$ cat config.mk
export PLATFORM = sky130hd
export DESIGN_NAME = channel_to_extended_memory_adapter
export DESIGN_NICKNAME = d
export VERILOG_FILES = /design/src/rtl/cxm_pkg.sv /design/src/rtl/cxm_step.sv /design/src/rtl/channel_to_extended_memory_adapter.sv
export SDC_FILE = /design/constraint.sdc
export NUM_CORES = 1
export LEC_CHECK = 0
export ABC_CLOCK_PERIOD_IN_PS = 9870
export BUFFER_PORTS_ARGS = -buffer_cell sky130_fd_sc_hd__buf_2
export CORE_MARGIN = 5
export CORE_UTILIZATION = 35
export CTS_CLUSTER_DIAMETER = 80
export DETAILED_ROUTE_END_ITERATION = 10
export SLEW_MARGIN = 20
export SYNTH_ARGS = -nofsm -noshare
export SYNTH_HDL_FRONTEND = slang
export SYNTH_SLANG_ARGS = --single-unit
$ cat constraint.sdc
create_clock -name clk -period 9.87 [get_ports clk]
set_clock_uncertainty 0.2 [all_clocks]
set_input_delay 0.4935 -clock clk [delete_from_list [all_inputs] [get_ports clk]]
set_output_delay 0.4935 -clock clk [all_outputs]
set_load 0.03 [all_outputs]
$ cat src/rtl/cxm_pkg.sv
// Shared types, codes and constants for the channel to extended memory adapter.
package cxm_pkg;

  localparam int unsigned ChanW  = 12;
  localparam int unsigned AddrW  = 24;
  localparam int unsigned MemW   = 60;
  localparam int unsigned StatW  = 6;
  localparam int unsigned SettleW = 8;

  // stream payload widths (packed, padded to bytes)
  localparam int unsigned InDataW  = 80;
  localparam int unsigned OutDataW = 104;
  localparam int unsigned UserW    = 3;
  localparam int unsigned CfgIdxW  = 2;
  localparam int unsigned CfgDataW = 8;

  // configuration defaults
  localparam logic               DefHighBitsSpecial = 1'b1;
  localparam logic [SettleW-1:0] DefReadSettleTicks = 8'd20;
  localparam logic [SettleW-1:0] SettleMax          = 8'd255;

  // configuration register indexes
  localparam logic [CfgIdxW-1:0] CFG_HIGH_BITS   = 2'd0;
  localparam logic [CfgIdxW-1:0] CFG_SETTLE      = 2'd1;

  // function codes (octal)
  localparam logic [ChanW-1:0] FUNC_MASK = 12'o7077;
  localparam logic [ChanW-1:0] FC_READ   = 12'o5001;
  localparam logic [ChanW-1:0] FC_WRITE  = 12'o5002;
  localparam logic [ChanW-1:0] FC_STATUS = 12'o5004;
  localparam logic [ChanW-1:0] FC_CLEAR  = 12'o5010;
  localparam logic [ChanW-1:0] FC_MREAD  = 12'o5021;
  localparam logic [ChanW-1:0] FC_MWRITE = 12'o5022;
  localparam logic [ChanW-1:0] FC_FLAG   = 12'o5040;
  localparam logic [ChanW-1:0] FC_RDONE  = 12'o5041;
  localparam logic [ChanW-1:0] FC_SELECT = 12'o5404;

  // status register values
  localparam logic [StatW-1:0] ST_ABORT  = 6'd1;
  localparam logic [StatW-1:0] ST_ACCEPT = 6'd2;

  // input modes
  localparam logic [2:0] MODE_FUNC  = 3'd0;
  localparam logic [2:0] MODE_WORD  = 3'd1;
  localparam logic [2:0] MODE_POLL  = 3'd2;
  localparam logic [2:0] MODE_TICK  = 3'd3;
  localparam logic [2:0] MODE_DISC  = 3'd4;
  localparam logic [2:0] MODE_REPLY = 3'd5;

  // result kinds
  localparam logic [2:0] KIND_FUNC  = 3'd0;
  localparam logic [2:0] KIND_CHAN  = 3'd1;
  localparam logic [2:0] KIND_RDREQ = 3'd2;
  localparam logic [2:0] KIND_WRREQ = 3'd3;
  localparam logic [2:0] KIND_FLAG  = 3'd4;
  localparam logic [2:0] KIND_WRDONE = 3'd5;

  // function reply status
  localparam logic [1:0] FS_ACCEPTED  = 2'd0;
  localparam logic [1:0] FS_PROCESSED = 2'd1;
  localparam logic [1:0] FS_DECLINED  = 2'd2;

  typedef enum logic [2:0] {
    OP_NONE   = 3'd0,
    OP_READ   = 3'd1,
    OP_WRITE  = 3'd2,
    OP_STATUS = 3'd3,
    OP_MREAD  = 3'd4,
    OP_MWRITE = 3'd5,
    OP_FLAG   = 3'd6,
    OP_RDONE  = 3'd7
  } op_t;

  typedef enum logic [1:0] {
    AW_NONE  = 2'd0,
    AW_READ  = 2'd1,
    AW_WRITE = 2'd2,
    AW_FLAG  = 2'd3
  } aw_t;

  typedef struct packed {
    op_t                op;
    logic [AddrW-1:0]   addr;
    logic [1:0]         acnt;
    logic [2:0]         bidx;
    logic               fetch;
    logic [MemW-1:0]    word;
    logic [StatW-1:0]   status;
    logic [SettleW-1:0] settle;
    aw_t                aw;
    logic               wab;
  } cxm_state_t;

  typedef struct packed {
    logic [2:0]       kind;
    logic [1:0]       func_status;
    logic [ChanW-1:0] out_word;
    logic             disconnect_after;
    logic             deactivate;
    logic [AddrW-1:0] mem_address;
    logic [MemW-1:0]  mem_data;
  } cxm_result_t;

  typedef struct packed {
    logic               high_bits_special;
    logic [SettleW-1:0] read_settle_ticks;
  } cxm_cfg_t;

endpackage

$ cat src/rtl/cxm_step.sv
// Next-state and result logic for one input word of the adapter.
module cxm_step (
  input  cxm_pkg::cxm_state_t   st,
  input  cxm_pkg::cxm_cfg_t     cfg,
  input  logic [2:0]            mode,
  input  logic [11:0]           chan_word,
  input  logic [59:0]           reply_word,
  input  logic                  reply_ok,
  output cxm_pkg::cxm_state_t   nx,
  output logic                  res_valid,
  output cxm_pkg::cxm_result_t  res
);
  import cxm_pkg::*;

  logic [ChanW-1:0] fm;
  logic             is_rd;
  logic             rd_one;
  logic             op_hit;
  op_t              op_sel;
  logic [AddrW-1:0] addr_sh;
  logic [MemW-1:0]  word_sh;
  logic [MemW-1:0]  word_pad;
  logic [2:0]       bidx_inc;
  logic             flag_acc;

  assign fm       = chan_word & FUNC_MASK;
  assign is_rd    = (st.op == OP_READ) || (st.op == OP_MREAD) ||
                    (st.op == OP_FLAG) || (st.op == OP_RDONE);
  assign rd_one   = cfg.high_bits_special ? st.addr[22] : (st.op == OP_RDONE);
  assign addr_sh  = {st.addr[AddrW-ChanW-1:0], chan_word};
  assign word_sh  = {st.word[MemW-ChanW-1:0], chan_word};
  assign bidx_inc = st.bidx + 3'd1;
  assign flag_acc = cfg.high_bits_special ? addr_sh[23] : (st.op == OP_FLAG);

  always_comb begin
    case (st.bidx)
      3'd1:    word_pad = {st.word[11:0], 48'd0};
      3'd2:    word_pad = {st.word[23:0], 36'd0};
      3'd3:    word_pad = {st.word[35:0], 24'd0};
      3'd4:    word_pad = {st.word[47:0], 12'd0};
      default: word_pad = st.word;
    endcase
  end

  always_comb begin
    op_hit = 1'b0;
    op_sel = OP_NONE;
    case (fm)
      FC_READ:   begin op_hit = 1'b1; op_sel = OP_READ;   end
      FC_WRITE:  begin op_hit = 1'b1; op_sel = OP_WRITE;  end
      FC_STATUS: begin op_hit = 1'b1; op_sel = OP_STATUS; end
      FC_MREAD:  begin op_hit = 1'b1; op_sel = OP_MREAD;  end
      FC_MWRITE: begin op_hit = 1'b1; op_sel = OP_MWRITE; end
      FC_FLAG:   begin op_hit = 1'b1; op_sel = OP_FLAG;   end
      FC_RDONE:  begin op_hit = 1'b1; op_sel = OP_RDONE;  end
      default:   ;
    endcase
  end

  always_comb begin
    nx        = st;
    res_valid = 1'b0;
    res       = '0;
    case (mode)
      MODE_FUNC: begin
        nx.wab    = 1'b0;
        nx.aw     = AW_NONE;
        res_valid = 1'b1;
        res.kind  = KIND_FUNC;
        if (op_hit) begin
          if (op_sel == OP_WRITE || op_sel == OP_MWRITE) begin
            nx.word = '0;
          end
          nx.addr  = '0;
          nx.acnt  = 2'd0;
          nx.bidx  = 3'd0;
          nx.fetch = 1'b0;
          nx.op    = op_sel;
          res.func_status = FS_ACCEPTED;
        end else if (fm == FC_CLEAR) begin
          nx.op     = OP_NONE;
          nx.status = ST_ACCEPT;
          res.func_status = FS_PROCESSED;
        end else if (fm == FC_SELECT) begin
          res.func_status = FS_PROCESSED;
        end else begin
          res.func_status = FS_DECLINED;
        end
      end
      MODE_TICK: begin
        if (st.settle != SettleMax) begin
          nx.settle = st.settle + 8'd1;
        end
      end
      MODE_REPLY: begin
        nx.aw = AW_NONE;
        case (st.aw)
          AW_FLAG: begin
            nx.status = reply_ok ? ST_ACCEPT : ST_ABORT;
          end
          AW_READ: begin
            // first word of the fetched block goes straight out
            nx.word   = {reply_word[MemW-ChanW-1:0], 12'd0};
            nx.status = reply_ok ? ST_ACCEPT : ST_ABORT;
            nx.fetch  = 1'b0;
            nx.bidx   = 3'd1;
            res_valid = 1'b1;
            res.kind  = KIND_CHAN;
            res.out_word = reply_word[MemW-1:MemW-ChanW];
            res.disconnect_after = ~reply_ok;
          end
          AW_WRITE: begin
            res_valid = 1'b1;
            res.kind  = KIND_WRDONE;
            res.mem_address = st.addr;
            if (reply_ok) begin
              nx.word = '0;
              nx.bidx = 3'd0;
              nx.addr = st.addr + 24'd1;
            end else begin
              nx.status = ST_ABORT;
              nx.wab    = 1'b1;
              res.deactivate = 1'b1;
            end
          end
          default: ;
        endcase
      end
      MODE_WORD: begin
        if (st.aw == AW_NONE && st.op != OP_NONE && st.op != OP_STATUS) begin
          if (st.acnt != 2'd2) begin
            nx.addr = addr_sh;
            nx.acnt = st.acnt + 2'd1;
            if (st.acnt == 2'd1 && is_rd) begin
              nx.settle = '0;
              nx.bidx   = 3'd0;
              if (flag_acc) begin
                nx.word   = '0;
                nx.fetch  = 1'b0;
                nx.aw     = AW_FLAG;
                res_valid = 1'b1;
                res.kind  = KIND_FLAG;
                res.mem_address = addr_sh;
              end else begin
                nx.fetch = 1'b1;
              end
            end
          end else if (!is_rd && !st.wab) begin
            nx.status = ST_ACCEPT;
            if (st.bidx >= 3'd4) begin
              if (st.op != OP_MWRITE) begin
                // index sticks at five: each further word is a full block
                nx.word   = word_sh;
                nx.bidx   = 3'd5;
                nx.aw     = AW_WRITE;
                res_valid = 1'b1;
                res.kind  = KIND_WRREQ;
                res.mem_address = st.addr;
                res.mem_data    = word_sh;
              end else begin
                nx.word = '0;
                nx.bidx = 3'd0;
                nx.addr = st.addr + 24'd1;
              end
            end else begin
              nx.word = word_sh;
              nx.bidx = bidx_inc;
            end
          end
        end
      end
      MODE_POLL: begin
        if (st.aw == AW_NONE) begin
          if (st.op == OP_STATUS) begin
            nx.op     = OP_NONE;
            res_valid = 1'b1;
            res.kind  = KIND_CHAN;
            res.out_word = {{(ChanW-StatW){1'b0}}, st.status};
          end else if (is_rd && st.acnt == 2'd2 && st.settle > cfg.read_settle_ticks) begin
            res_valid = 1'b1;
            if (st.fetch) begin
              nx.aw    = AW_READ;
              res.kind = KIND_RDREQ;
              res.mem_address = cfg.high_bits_special ? {3'd0, st.addr[20:0]} : st.addr;
            end else begin
              res.kind     = KIND_CHAN;
              res.out_word = st.word[MemW-1:MemW-ChanW];
              nx.word      = {st.word[MemW-ChanW-1:0], 12'd0};
              nx.bidx      = bidx_inc;
              if (bidx_inc >= 3'd5) begin
                res.disconnect_after = rd_one;
                nx.bidx  = 3'd0;
                nx.fetch = 1'b1;
                nx.addr  = st.addr + 24'd1;
              end
            end
          end
        end
      end
      MODE_DISC: begin
        if (st.aw == AW_NONE && st.op == OP_WRITE && !st.wab &&
            st.bidx != 3'd0 && st.bidx < 3'd5) begin
          nx.word   = word_pad;
          nx.aw     = AW_WRITE;
          res_valid = 1'b1;
          res.kind  = KIND_WRREQ;
          res.mem_address = st.addr;
          res.mem_data    = word_pad;
        end
      end
      default: ;
    endcase
  end

endmodule

$ cat src/rtl/channel_to_extended_memory_adapter.sv
// Top level of the 12-bit channel to 60-bit extended memory adapter.
//
//  channel | dir | payload                                   | handshake
//  --------+-----+-------------------------------------------+-----------------
//  in_     | in  | tuser mode, tdata chan/reply word, ok     | tvalid/tready
//  out_    | out | tuser kind, tdata status/word/addr/data   | tvalid/tready
//  cfg_    | in  | index, data                               | valid/ready
//
// One word every cycle unless stalled: an accepted word is held in the input register,
// then the step logic updates the adapter state and loads the result register.
// Any word, with or without a result, waits in the input register while the
// result register is full and not being taken; in_tready drops only then.
// Reset (rst_n low, synchronous) sets state and config to defaults, clears both valid flags.
// Configuration writes are always taken (cfg_ready high).
module channel_to_extended_memory_adapter (
  input  logic                                clk,
  input  logic                                rst_n,
  // input words
  input  logic                                in_tvalid,
  output logic                                in_tready,
  input  logic [cxm_pkg::UserW-1:0]           in_tuser,  // [2:0] mode
  input  logic [cxm_pkg::InDataW-1:0]         in_tdata,  // [11:0] chan_word, [71:12] reply_word,
                                                         // [72] reply_ok, rest zero
  // result words
  output logic                                out_tvalid,
  input  logic                                out_tready,
  output logic [cxm_pkg::UserW-1:0]           out_tuser, // [2:0] kind
  output logic [cxm_pkg::OutDataW-1:0]        out_tdata, // [1:0] func_status, [13:2] out_word,
                                                         // [14] disconnect_after, [15] deactivate,
                                                         // [39:16] mem_address, [99:40] mem_data
  // configuration writes
  input  logic                                cfg_valid,
  output logic                                cfg_ready,
  input  logic [cxm_pkg::CfgIdxW-1:0]         cfg_index,
  input  logic [cxm_pkg::CfgDataW-1:0]        cfg_data
);
  import cxm_pkg::*;

  // input register
  logic               in_v_r;
  logic [2:0]         mode_r;
  logic [ChanW-1:0]   chan_r;
  logic [MemW-1:0]    reply_r;
  logic               ok_r;

  // adapter state and configuration
  cxm_state_t  st_r, st_nxt;
  cxm_cfg_t    cfg_r;

  // result register
  logic         out_v_r;
  cxm_result_t  res_r;
  cxm_result_t  res_nxt;
  logic         res_valid;

  logic proc_go;
  logic in_acc;

  // step fires when the result slot is free or being emptied this cycle
  assign proc_go   = in_v_r && (!out_v_r || out_tready);
  assign in_tready = !in_v_r || proc_go;
  assign in_acc    = in_tvalid && in_tready;
  assign cfg_ready = 1'b1;

  cxm_step u_step (
    .st         (st_r),
    .cfg        (cfg_r),
    .mode       (mode_r),
    .chan_word  (chan_r),
    .reply_word (reply_r),
    .reply_ok   (ok_r),
    .nx         (st_nxt),
    .res_valid  (res_valid),
    .res        (res_nxt)
  );

  always_ff @(posedge clk) begin
    if (!rst_n) begin
      in_v_r <= 1'b0;
    end else if (in_tready) begin
      in_v_r <= in_tvalid;
    end
  end

  always_ff @(posedge clk) begin
    if (in_acc) begin
      mode_r  <= in_tuser;
      chan_r  <= in_tdata[ChanW-1:0];
      reply_r <= in_tdata[ChanW+MemW-1:ChanW];
      ok_r    <= in_tdata[ChanW+MemW];
    end
  end

  always_ff @(posedge clk) begin
    if (!rst_n) begin
      st_r.op     <= OP_NONE;
      st_r.addr   <= '0;
      st_r.acnt   <= 2'd0;
      st_r.bidx   <= 3'd0;
      st_r.fetch  <= 1'b0;
      st_r.word   <= '0;
      st_r.status <= ST_ACCEPT;
      st_r.settle <= '0;
      st_r.aw     <= AW_NONE;
      st_r.wab    <= 1'b0;
    end else if (proc_go) begin
      st_r <= st_nxt;
    end
  end

  always_ff @(posedge clk) begin
    if (!rst_n) begin
      cfg_r.high_bits_special <= DefHighBitsSpecial;
      cfg_r.read_settle_ticks <= DefReadSettleTicks;
    end else if (cfg_valid) begin
      unique case (cfg_index)
        CFG_HIGH_BITS: cfg_r.high_bits_special <= cfg_data[0];
        CFG_SETTLE:    cfg_r.read_settle_ticks <= cfg_data;
        default:       ;
      endcase
    end
  end

  always_ff @(posedge clk) begin
    if (!rst_n) begin
      out_v_r <= 1'b0;
    end else if (proc_go) begin
      out_v_r <= res_valid;
    end else if (out_tready) begin
      out_v_r <= 1'b0;
    end
  end

  always_ff @(posedge clk) begin
    if (proc_go && res_valid) begin
      res_r <= res_nxt;
    end
  end

  assign out_tvalid = out_v_r;
  assign out_tuser  = res_r.kind;
  assign out_tdata  = {4'd0, res_r.mem_data, res_r.mem_address, res_r.deactivate,
                       res_r.disconnect_after, res_r.out_word, res_r.func_status};

endmodule

==> metrics.cfg <==
[status]
status = finished, final reports clean

[clock_network]
cts_resized = 0
cts_sinks = 296
cts_max_level = 2
clockRootBuffer = clkbuf_16
clock_latency_ns = 0.53
cts_setup_buffers = 0
numCtsBuffers = 35
cts_tree = yes
cts_buffer_depth = 3
clk_pin_slew_ns = 0.05
hold_buffers = 78

[sta]
tightestPinTransition_ns = 1.15
fmax_mhz = 216
relSlewSlack = 0.236
setup_viol_count_final = 0
grt_setup_unrepaired = no
setup_tns_ns = 0
fin_ws_ns = 5.24
period_share = 0.469
hold_viol = 0
slew_violations = 0
fin_crit_ns = 4.63
hold_slack_ns = 0.0207

[floorplanning]
start_util = 0.356
rows = 73
die-area_um2 = 44800
die_h_um = 212
io_pins = 208
core-area_um2 = 40000
die_w_um = 212

[detailed_routing]
vias = 11900
ant_nets = 0
wire_per_inst_um = 22.6
drt-pass1-iter-count = 9
totalWireLength_mm = 46.4
vias_per_cell = 5.80
drt_iter0_drc = 1570
drc = 0

[critical_path]
cp.arrival_ns = 4.59
path_max_fanout = 63
crit_type = register to register
cp-end-kind = register
path_cells = nor2b_1, nand2b_1, or2_2, nor3_4, buf_4, a21oi_1, a21boi_0, a31oi_4, buf_4
cp-start-kind = register
cp.required_ns = 9.82
cpPeakStageDelay_ns = 0.67
path_common_cell = buf_4
worst_path_max_delay_cell = edfxtp_1

[placed_design]
pre_cts_ws_ns = 5.31
port_buffers = 195
dp.final_hpwl_mm = 29.8
finalWeightedCongestion = 0.893

[layout]
drive_gt1_frac = 0.204
nets = 1623
nFillCells = 3818
diodes = 0
syn_to_final_growth_pct = 21.8

[global_routing]
grt_util_all_layers = 0.197
busiest_layer = met1
gr-total-overflow = 0
grt_use_met3 = 0.0322
first_global_vias = 11300
antenna_found_initial = 0
met2_usage = 0.295
grt_max_degree = 80
grtUsageMet1 = 0.297
grt_pass1_wl_mm = 69.8

[synthesis]
synth_warnings = 0
synth-edff-count = 179
ys.flop_type = edfxtp_1
ys_seq_area_frac = 0.542
syn_area_per_cell_um2 = 10.9
synthArstFlopShare = 0
synth.distinct_cells = 74
synth_cells = 1306
synthesis.area_um2 = 14200
synth_seq_cells = 296

[worst_hold_path]
hold_class = primary input to register

[power]
p_leak_nw = 6.13
power_density_nw_per_um2 = 160
vdd_drop_max_uv = 130

[job]
drv_cap = 0

==> cell families (layout without fill, tap and decap cells) <==
kind of cell / count (synthesis) / count (layout) / share of synthesized area
mux: 19 / 19 / 0.0134
buf+inv: 165 / 388 / 0.0527
simple gates: 314 / 314 / 0.106
fa+ha+maj: 20 / 20 / 0.0176
other cells: 2 / 5 / 0.000528
compound gates: 470 / 470 / 0.255
flops: 296 / 296 / 0.542
xor+xnor: 20 / 20 / 0.0128
==> state kept, by name (all words and copies together) (netlist names) <==
| register | cells |
|---|---|
| in_v_r | 1 |
| out_tvalid | 1 |
| chan_r | 12 |
| st_r | 106 |
| out_tuser | 3 |
| mode_r | 3 |
| cfg_r | 9 |
| out_tdata | 100 |
| ok_r | 1 |
| reply_r | 60 |
==> path summary, 6_finish.rpt <==
path	to	cells after the start	slack, ns	from
max	out_tdata[70]	9	5.24	mode_r[0]
min reg2reg	st_r[81]	2	0.28	st_r[81]
max reg2reg	out_tdata[70]	9	5.24	mode_r[0]
min	cfg_r[3]	3	0.02	cfg_data[3]
==> synth_stat cells, types with 20 or more instances <==
cell / count / area (um^2)
edfxtp_1: 179 / 5380
dfxtp_1: 117 / 2340
nand2_1: 99 / 372
a22o_1: 94 / 823
a21oi_1: 93 / 465
nor2_1: 85 / 319
clkbuf_1: 75 / 282
a221oi_1: 59 / 517
a22oi_1: 40 / 300
buf_2: 32 / 160
a211oi_1: 29 / 218
inv_1: 27 / 101
a222oi_1: 26 / 260
nor3_1: 25 / 125
nor2b_1: 21 / 131
o21ai_0: 21 / 105
a211oi_2: 20 / 250
ha_1: 20 / 250
==> cell type report <==
cell class	count	area, um^2	area share
multi-input combinational	848	5830	0.336
inverter	28	105	0.00606
clock inverter	16	125	0.00722
tap	525	657	0.0379
timing repair buffer	296	1940	0.112
sequential	296	7720	0.445
clock buffer	48	956	0.0552
==> worst max-delay path: cells and delay by family, from the launching register on <==
kind | cells | cell delay (ns)
AO/OA/AOI/OAI | 3 | 0.73
buffers and inverters | 2 | 1.28
flip-flops | 1 | 0.67
AND/OR/NAND/NOR | 4 | 1.30
==> power by group <==
| part | switching [mW] | leakage (nW) | internal [mW] |
|---|---|---|---|
| clock | 0.518 | 0.528 | 0.711 |
| sequential | 0.0352 | 2.73 | 1.34 |
| combinational | 0.104 | 2.87 | 0.0704 |
| total | 0.658 | 6.13 | 2.12 |
==> through the flow <==
stage	instances	power, mW	area [um^2]	utilization
after floorplan	1309	1.49	14200	-
after global placement	1914	1.55	15400	0.386
after detailed placement	1915	1.55	15500	0.387
after CTS	2057	2.81	17300	0.433
after global routing	2057	2.88	17300	0.433
final	2057	2.78	17300	0.433
==> routing by layer <==
layer | part of all wire | vias up
met5 | 0 | -
li1 | - | 5484
met1 | 0.45 | 5804
met4 | 0.021 | 0
met2 | 0.44 | 575
met3 | 0.087 | 66
==> layout by cell type (no fill, tap or decap), types with 7 or more instances in the layout <==
cell type	netlist	routed
a211oi_1	29	29
a211oi_2	20	20
a21oi_1	93	93
a221oi_1	59	59
a222oi_1	26	26
a22o_1	94	94
a22oi_1	40	40
a31oi_1	19	18
and2_1	8	8
and3_1	10	10
buf_2	32	195
buf_4	10	22
clkbuf_1	75	11
clkbuf_16	0	36
dfxtp_1	117	117
dlygate4sd3_1	0	78
edfxtp_1	179	179
ha_1	20	20
inv_1	27	26
mux2i_1	19	19
nand2_1	99	99
nand2b_1	7	7
nand3_1	13	13
nand4_1	14	14
nor2_1	85	84
nor2b_1	21	21
nor3_1	25	25
o211ai_1	10	10
o21ai_0	21	20
o22ai_1	11	11
o31ai_1	8	8
xnor2_1	9	9
xor2_1	10	10
(Power assumes the default switching activity.)
